[config.mk]
export PLATFORM = sky130hd
export DESIGN_NAME = fifo_or_priority_queue
export DESIGN_NICKNAME = d
export VERILOG_FILES = /design/src/rtl/core/fopq_pkg.sv /design/src/rtl/core/fopq_ram.sv /design/src/rtl/core/fopq_cmp.sv /design/src/rtl/core/fifo_or_priority_queue.sv
export SDC_FILE = /design/constraint.sdc
export NUM_CORES = 1
export LEC_CHECK = 0
export BUFFER_PORTS_ARGS = -buffer_cell sky130_fd_sc_hd__buf_2
export CAP_MARGIN = 20
export CORE_ASPECT_RATIO = 0.6
export CORE_UTILIZATION = 40
export DETAILED_ROUTE_END_ITERATION = 6
export HOLD_SLACK_MARGIN = 0.03
export PLACE_DENSITY = 0.63
export SLEW_MARGIN = 30
export SYNTH_ARGS = -nofsm -noshare
export SYNTH_HDL_FRONTEND = slang
export SYNTH_SLANG_ARGS = --single-unit
[constraint.sdc]
create_clock -name i_clk -period 4.5 [get_ports i_clk]
set_clock_uncertainty 0.05 [all_clocks]
set_input_delay 0.9 -clock i_clk [delete_from_list [all_inputs] [get_ports i_clk]]
set_output_delay 0.9 -clock i_clk [all_outputs]
set_load 0.02 [all_outputs]
[src/rtl/core/fopq_pkg.sv]
`default_nettype none

package fopq_pkg;

    // take rules held in the mode register
    localparam logic [1:0] MODE_FIFO = 2'd0;
    localparam logic [1:0] MODE_MAX  = 2'd1;
    localparam logic [1:0] MODE_MIN  = 2'd2;

    // operation codes
    localparam logic OP_PUT  = 1'b0;
    localparam logic OP_TAKE = 1'b1;

    localparam int WORD_W = 32;
    localparam int HELD_W = 5;

    typedef logic signed [WORD_W-1:0] t_word;

    // one input transaction
    typedef struct packed {
        logic  opcode;
        t_word put_value;
    } t_in;

    // one result transaction
    typedef struct packed {
        logic              success;
        t_word             taken_value;
        logic [HELD_W-1:0] entries_held;
    } t_out;

endpackage

`default_nettype wire

[src/rtl/core/fopq_ram.sv]
`default_nettype none

module fopq_ram #(
    parameter int WIDTH = 32,
    parameter int DEPTH = 16
) (
    input  wire logic                     i_clk,
    input  wire logic                     i_we,
    input  wire logic [$clog2(DEPTH)-1:0] i_waddr,
    input  wire logic [WIDTH-1:0]         i_wdata,
    input  wire logic                     i_re,
    input  wire logic [$clog2(DEPTH)-1:0] i_raddr,
    output logic      [WIDTH-1:0]         o_rdata
);

    logic [WIDTH-1:0] r_mem [DEPTH];

    // one write port, one registered read port
    always_ff @(posedge i_clk) begin
        if (i_we) begin
            r_mem[i_waddr] <= i_wdata;
        end
        if (i_re) begin
            o_rdata <= r_mem[i_raddr];
        end
    end

endmodule

`default_nettype wire

[src/rtl/core/fopq_cmp.sv]
`default_nettype none

module fopq_cmp (
    input  wire fopq_pkg::t_word i_cand,
    input  wire fopq_pkg::t_word i_cur,
    input  wire logic            i_max,
    output logic                 o_better
);

    // strict compare keeps the earliest of equal extremes
    always_comb begin
        if (i_max) begin
            o_better = (i_cand > i_cur);
        end else begin
            o_better = (i_cand < i_cur);
        end
    end

endmodule

`default_nettype wire

[src/rtl/core/fifo_or_priority_queue.sv]
`default_nettype none
// Channel   Handshake                 Payload
// input     start, busy               i_item   (fopq_pkg::t_in)
// result    o_done                    o_result (fopq_pkg::t_out)
// config    i_cfg_we                  i_cfg_wdata (take mode)
//
// A put and any refused operation are answered from the idle state; the result shows the next cycle.
// A fifo take and a largest/smallest take each run one scan and one compaction
// pass, both paced by the single read and single write port of the entry RAM.
// Synchronous active-low reset clears the count, mode and sequencer.
// Results are strobed for one cycle; the receiver cannot stall them.

module fifo_or_priority_queue #(
    parameter int CAPACITY = 16
) (
    input  wire logic          i_clk,
    input  wire logic          i_rst_n,
    input  wire logic          start,
    output logic               busy,
    input  wire fopq_pkg::t_in i_item,
    output logic               o_done,
    output fopq_pkg::t_out     o_result,
    input  wire logic          i_cfg_we,
    input  wire logic [1:0]    i_cfg_wdata
);

    localparam int IW = $clog2(CAPACITY);
    localparam int CW = $clog2(CAPACITY + 1);

    typedef enum logic [1:0] {
        ST_IDLE,
        ST_SCAN,
        ST_SHIFT
    } t_state;

    t_state           r_state, n_state;
    logic [1:0]       r_mode;
    logic [CW-1:0]    r_count, n_count;
    logic [CW-1:0]    r_idx, n_idx;      // next address to read
    logic [CW-1:0]    r_len, n_len;      // scan length
    logic [IW-1:0]    r_sidx, n_sidx;    // index of data arriving from RAM
    logic [IW-1:0]    r_widx, n_widx;    // compaction write address
    logic             r_pend, n_pend;
    fopq_pkg::t_word  r_best, n_best;
    logic [IW-1:0]    r_at, n_at;
    logic             r_done, n_done;
    fopq_pkg::t_out   r_res, n_res;

    logic             ram_we, ram_re;
    logic [IW-1:0]    ram_waddr, ram_raddr;
    fopq_pkg::t_word  ram_wdata, ram_q;
    logic             better, scan_mode, accept;

    fopq_ram #(
        .WIDTH(fopq_pkg::WORD_W),
        .DEPTH(CAPACITY)
    ) u_ram (
        .i_clk  (i_clk),
        .i_we   (ram_we),
        .i_waddr(ram_waddr),
        .i_wdata(ram_wdata),
        .i_re   (ram_re),
        .i_raddr(ram_raddr),
        .o_rdata(ram_q)
    );

    // shared compare unit for the extreme search
    fopq_cmp u_cmp (
        .i_cand  (ram_q),
        .i_cur   (r_best),
        .i_max   (r_mode == fopq_pkg::MODE_MAX),
        .o_better(better)
    );

    assign scan_mode = (r_mode == fopq_pkg::MODE_MAX) || (r_mode == fopq_pkg::MODE_MIN);
    assign accept    = start && (r_state == ST_IDLE);

    // sequencer
    always_comb begin
        n_state   = r_state;
        n_count   = r_count;
        n_idx     = r_idx;
        n_len     = r_len;
        n_sidx    = r_sidx;
        n_widx    = r_widx;
        n_pend    = 1'b0;
        n_best    = r_best;
        n_at      = r_at;
        n_done    = 1'b0;
        n_res     = r_res;
        ram_we    = 1'b0;
        ram_waddr = r_widx;
        ram_wdata = ram_q;
        ram_re    = 1'b0;
        ram_raddr = r_idx[IW-1:0];

        unique case (r_state)
            ST_IDLE: begin
                if (accept) begin
                    n_res.taken_value = '0;
                    if (i_item.opcode == fopq_pkg::OP_PUT) begin
                        n_done = 1'b1;
                        if (r_count < CW'(CAPACITY)) begin
                            ram_we    = 1'b1;
                            ram_waddr = r_count[IW-1:0];
                            ram_wdata = i_item.put_value;
                            n_count   = r_count + CW'(1);
                            n_res.success      = 1'b1;
                            n_res.entries_held = fopq_pkg::HELD_W'(r_count + CW'(1));
                        end else begin
                            n_res.success      = 1'b0;
                            n_res.entries_held = fopq_pkg::HELD_W'(r_count);
                        end
                    end else if (r_count == '0) begin
                        n_done             = 1'b1;
                        n_res.success      = 1'b0;
                        n_res.entries_held = '0;
                    end else begin
                        // first read of entry 0
                        ram_re    = 1'b1;
                        ram_raddr = '0;
                        n_idx     = CW'(1);
                        n_sidx    = '0;
                        n_len     = scan_mode ? r_count : CW'(1);
                        n_state   = ST_SCAN;
                    end
                end
            end

            ST_SCAN: begin
                if (r_idx < r_len) begin
                    ram_re = 1'b1;
                    n_idx  = r_idx + CW'(1);
                end
                if (r_sidx == '0 || better) begin
                    n_best = ram_q;
                    n_at   = r_sidx;
                end
                n_sidx = r_sidx + IW'(1);
                if (CW'(r_sidx) == r_len - CW'(1)) begin
                    // compaction starts behind the chosen entry
                    n_idx   = CW'(n_at) + CW'(1);
                    n_widx  = n_at;
                    n_state = ST_SHIFT;
                end
            end

            ST_SHIFT: begin
                if (r_pend) begin
                    ram_we = 1'b1;
                    n_widx = r_widx + IW'(1);
                end
                if (r_idx < r_count) begin
                    ram_re = 1'b1;
                    n_idx  = r_idx + CW'(1);
                    n_pend = 1'b1;
                end else if (!r_pend) begin
                    n_count            = r_count - CW'(1);
                    n_done             = 1'b1;
                    n_res.success      = 1'b1;
                    n_res.taken_value  = r_best;
                    n_res.entries_held = fopq_pkg::HELD_W'(r_count - CW'(1));
                    n_state            = ST_IDLE;
                end
            end

            default: begin
                n_state = ST_IDLE;
            end
        endcase
    end

    // state and registered outputs
    always_ff @(posedge i_clk) begin
        if (!i_rst_n) begin
            r_state <= ST_IDLE;
            r_count <= '0;
            r_mode  <= fopq_pkg::MODE_FIFO;
            r_pend  <= 1'b0;
            r_done  <= 1'b0;
        end else begin
            r_state <= n_state;
            r_count <= n_count;
            r_pend  <= n_pend;
            r_done  <= n_done;
            if (i_cfg_we) begin
                r_mode <= i_cfg_wdata;
            end
        end
        r_idx  <= n_idx;
        r_len  <= n_len;
        r_sidx <= n_sidx;
        r_widx <= n_widx;
        r_best <= n_best;
        r_at   <= n_at;
        r_res  <= n_res;
    end

    assign busy     = (r_state != ST_IDLE);
    assign o_done   = r_done;
    assign o_result = r_res;

endmodule

`default_nettype wire

==> flow_metrics.tcl <==
set metrics [dict create \
    outcome "complete, no violations" \
    layout.cells.non_filler 2719 \
    place_congestion 0.8748 \
    start_util 0.4043 \
    antenna_found_initial 2 \
    grt_max_degree 63 \
    worstHoldPathCells 0 \
    num_rows 73 \
    r2r_cells 13 \
    synth_flop_cell "edfxtp_1" \
    synthArstFlopShare 0 \
    hold_buffers 0 \
    final_cell_mix "edfxtp_1, nand2_1, buf_2" \
    nNetsFinal 1865 \
    yosysWarnings 0 \
    routed_wl_microns 62850 \
    die_area_sq_mm 0.06801 \
    postSynthCellCount 1680 \
    drt_pass1_iterations 5 \
    fin_crit_sh 0.9128 \
    die_w_microns 336.0 \
    ir_drop_mv 0.3232 \
    p_per_area_mw_per_mm2 618.3 \
    rr_startpoint "u_ram.o_rdata[14]" \
    cts_buffers 59 \
    cap_violations 0 \
    p_leak_nw 10.28 \
    grt_usage 0.1866 \
    critical_path_class "reg -> reg" \
    drive_gt1_frac 0.2095 \
    ctsRootBufferMaster "clkbuf_16" \
    htree_levels 2 \
    hold_path.startpoint "u_ram.o_rdata[7]" \
    avgViaCountPerCell 5.460 \
    die_h_microns 202.4 \
    period_needed_ns 4.108 \
    syn_area_sq_mm 0.02678 \
    post_cts_resized 0 \
    synth.avg_cell_area_sq_um 15.94 \
    grt_pass1_wl_microns 93920 \
    post_drt_wl_per_cell_microns 23.11 \
    ys_seq_area_frac 0.7215 \
    antennaDiodeCount 0 \
    dp_hpwl_microns 38140 \
    grt_pass1_vias 14690 \
    relSlewSlack 0.3330 \
    fin_ws_ns 0.3923 \
    num_vias 14850 \
    tns_ns 0 \
    min_to "r_best[7]" \
    finalHoldWorstSlack_ns 0.4308 \
    io_buffers 78 \
    design_area_sq_mm 0.03057 \
    rsz0062_at_grt "false" \
    finish.utilization 0.4616 \
    drtAntennaViolNets 0 \
    finalHoldViolCount 0 \
    worstPathArrival_ns 4.43 \
    cts_setup_buffers 0 \
    clock_sinks 647 \
    cts_tree "yes" \
    endpoint_kind "flip-flop" \
    critPathLaunch "u_ram.o_rdata[14]" \
    max_freq_ghz 0.2434 \
    cp.required_ns 4.83 \
    drt-initial-drc-count 1568 \
    p_total_mw 18.90 \
    final_common_cell "edfxtp_1" \
    crit_fanout 5 \
    clock_path_buffers 3 \
    grt_overflow 0 \
    hp-class "reg -> reg" \
    r2r_setup_slack_ns 0.39 \
    setup_viol 0 \
    yosys.cell_types.count 55 \
    slew_viol_final 0 \
    worst_skew_pair.late_latency_ns 0.65 \
    syn_to_final_growth_pct 14.16 \
    coreArea_sq_mm 0.06622 \
    r2r-end "r_idx[2]" \
    clk_pin_slew_ns 0.07 \
    start_kind "flip-flop" \
    io_pins 79 \
    tightest_slew_ns 0.9959 \
    post-route-drc-count 0 \
    dp_slack_ns 0.3575 \
    placed_area_sq_mm 0.02859 \
    place_inst 2612 \
    syn_nets 1772 \
    synth_edf_count 636 \
    ys_ff_latch 647 \
]
sequential cells by signal (all words and copies together), names as in the netlist:
name / cells
o_done: 1
o_result: 38
r_at: 4
r_best: 32
r_count: 5
r_idx: 5
r_len: 5
r_mode: 2
r_pend: 1
r_sidx: 4
r_state: 2
r_widx: 4
u_ram.o_rdata: 32
u_ram.r_mem: 512
cell families (layout without fill, tap and decap cells):
kind of cell	Yosys count	after routing	synth area share
buf+inv	148	287	0.02117
flops	647	647	0.7215
xor+xnor	15	15	0.004906
fa+ha+maj	53	53	0.02477
simple gates	392	392	0.06860
compound gates	254	254	0.06192
mux	171	171	0.09715
how the worst max path moves through the flow:
stage / end / depth (start not counted)
6_report: r_idx[2] / 13
5_1_grt: r_idx[2] / 13
4_1_cts: r_idx[2] / 13
3_5_place_dp: r_idx[2] / 13
3_3_place_gp: r_idx[2] / 13
2_1_floorplan: u_ram.r_mem[0][0] / 6
final cells by class:
cell class,count,area [sq um]
Fill cell,5584,35650
Clock inverter,37,424.2
Clock buffer,70,1539
Sequential cell,647,19320
Multi-Input combinational cell,885,7079
Inverter,57,214.0
Timing Repair Buffer,123,865.8
Tap cell,900,1126
per-layer routing:
layer  GRT usage  vias to the layer above  routed length, microns
li1            -                     6671                       -
met1      0.2888                     7584                   30270
met2      0.2673                      516                   26680
met3     0.04193                       75                    4989
met4     0.03865                        0                     908
met5           0                        -                       0
report_power, final:
| group | leakage [nW] | switching (mW) | internal (mW) |
|---|---|---|---|
| sequential | 5.87 | 0.345 | 7.96 |
| clock | 0.961 | 2.22 | 2.91 |
| combinational | 3.45 | 3.49 | 1.98 |
synth_stat cells, drive strengths merged, types with 3 or more instances:
| library cell | n | area (sq um) |
|---|---|---|
| a211o | 4 | 35.03 |
| a211oi | 68 | 515.5 |
| a21boi | 5 | 37.54 |
| a21o | 6 | 45.04 |
| a21oi | 25 | 125.1 |
| a31o | 3 | 26.28 |
| a31oi | 71 | 444.2 |
| a32oi | 3 | 26.28 |
| and2 | 75 | 470.5 |
| and3 | 4 | 25.02 |
| buf | 19 | 82.58 |
| clkbuf | 72 | 270.3 |
| dfxtp | 11 | 220.2 |
| edfxtp | 636 | 19100 |
| ha | 53 | 663.1 |
| inv | 57 | 214.0 |
| mux2 | 71 | 799.5 |
| mux2i | 36 | 360.4 |
| mux4 | 64 | 1441 |
| nand2 | 160 | 600.6 |
| nand2b | 7 | 43.79 |
| nand3 | 44 | 220.2 |
| nand4 | 7 | 43.79 |
| nor2 | 69 | 261.5 |
| nor2b | 5 | 31.28 |
| nor3 | 9 | 45.04 |
| o211ai | 4 | 30.03 |
| o21ai | 50 | 250.2 |
| o22ai | 3 | 18.77 |
| o31ai | 4 | 30.03 |
| or4 | 3 | 30.03 |
| xnor2 | 11 | 96.34 |
| xor2 | 4 | 35.03 |
critical path: stages, from the launching register on:
cell and delay, ns:
edfxtp_1 0.42, ha_1 0.34, nand4_1 0.16, nor4_1 0.61, buf_4 0.22, nand4_1 0.16
nand2b_1 0.19, a32oi_1 0.26, and3_1 0.32, mux2_2 0.41, ha_1 0.26, nor2b_1 0.14
o211ai_1 0.18, o211ai_1 0.12
Power figures use the tool's default switching activity.
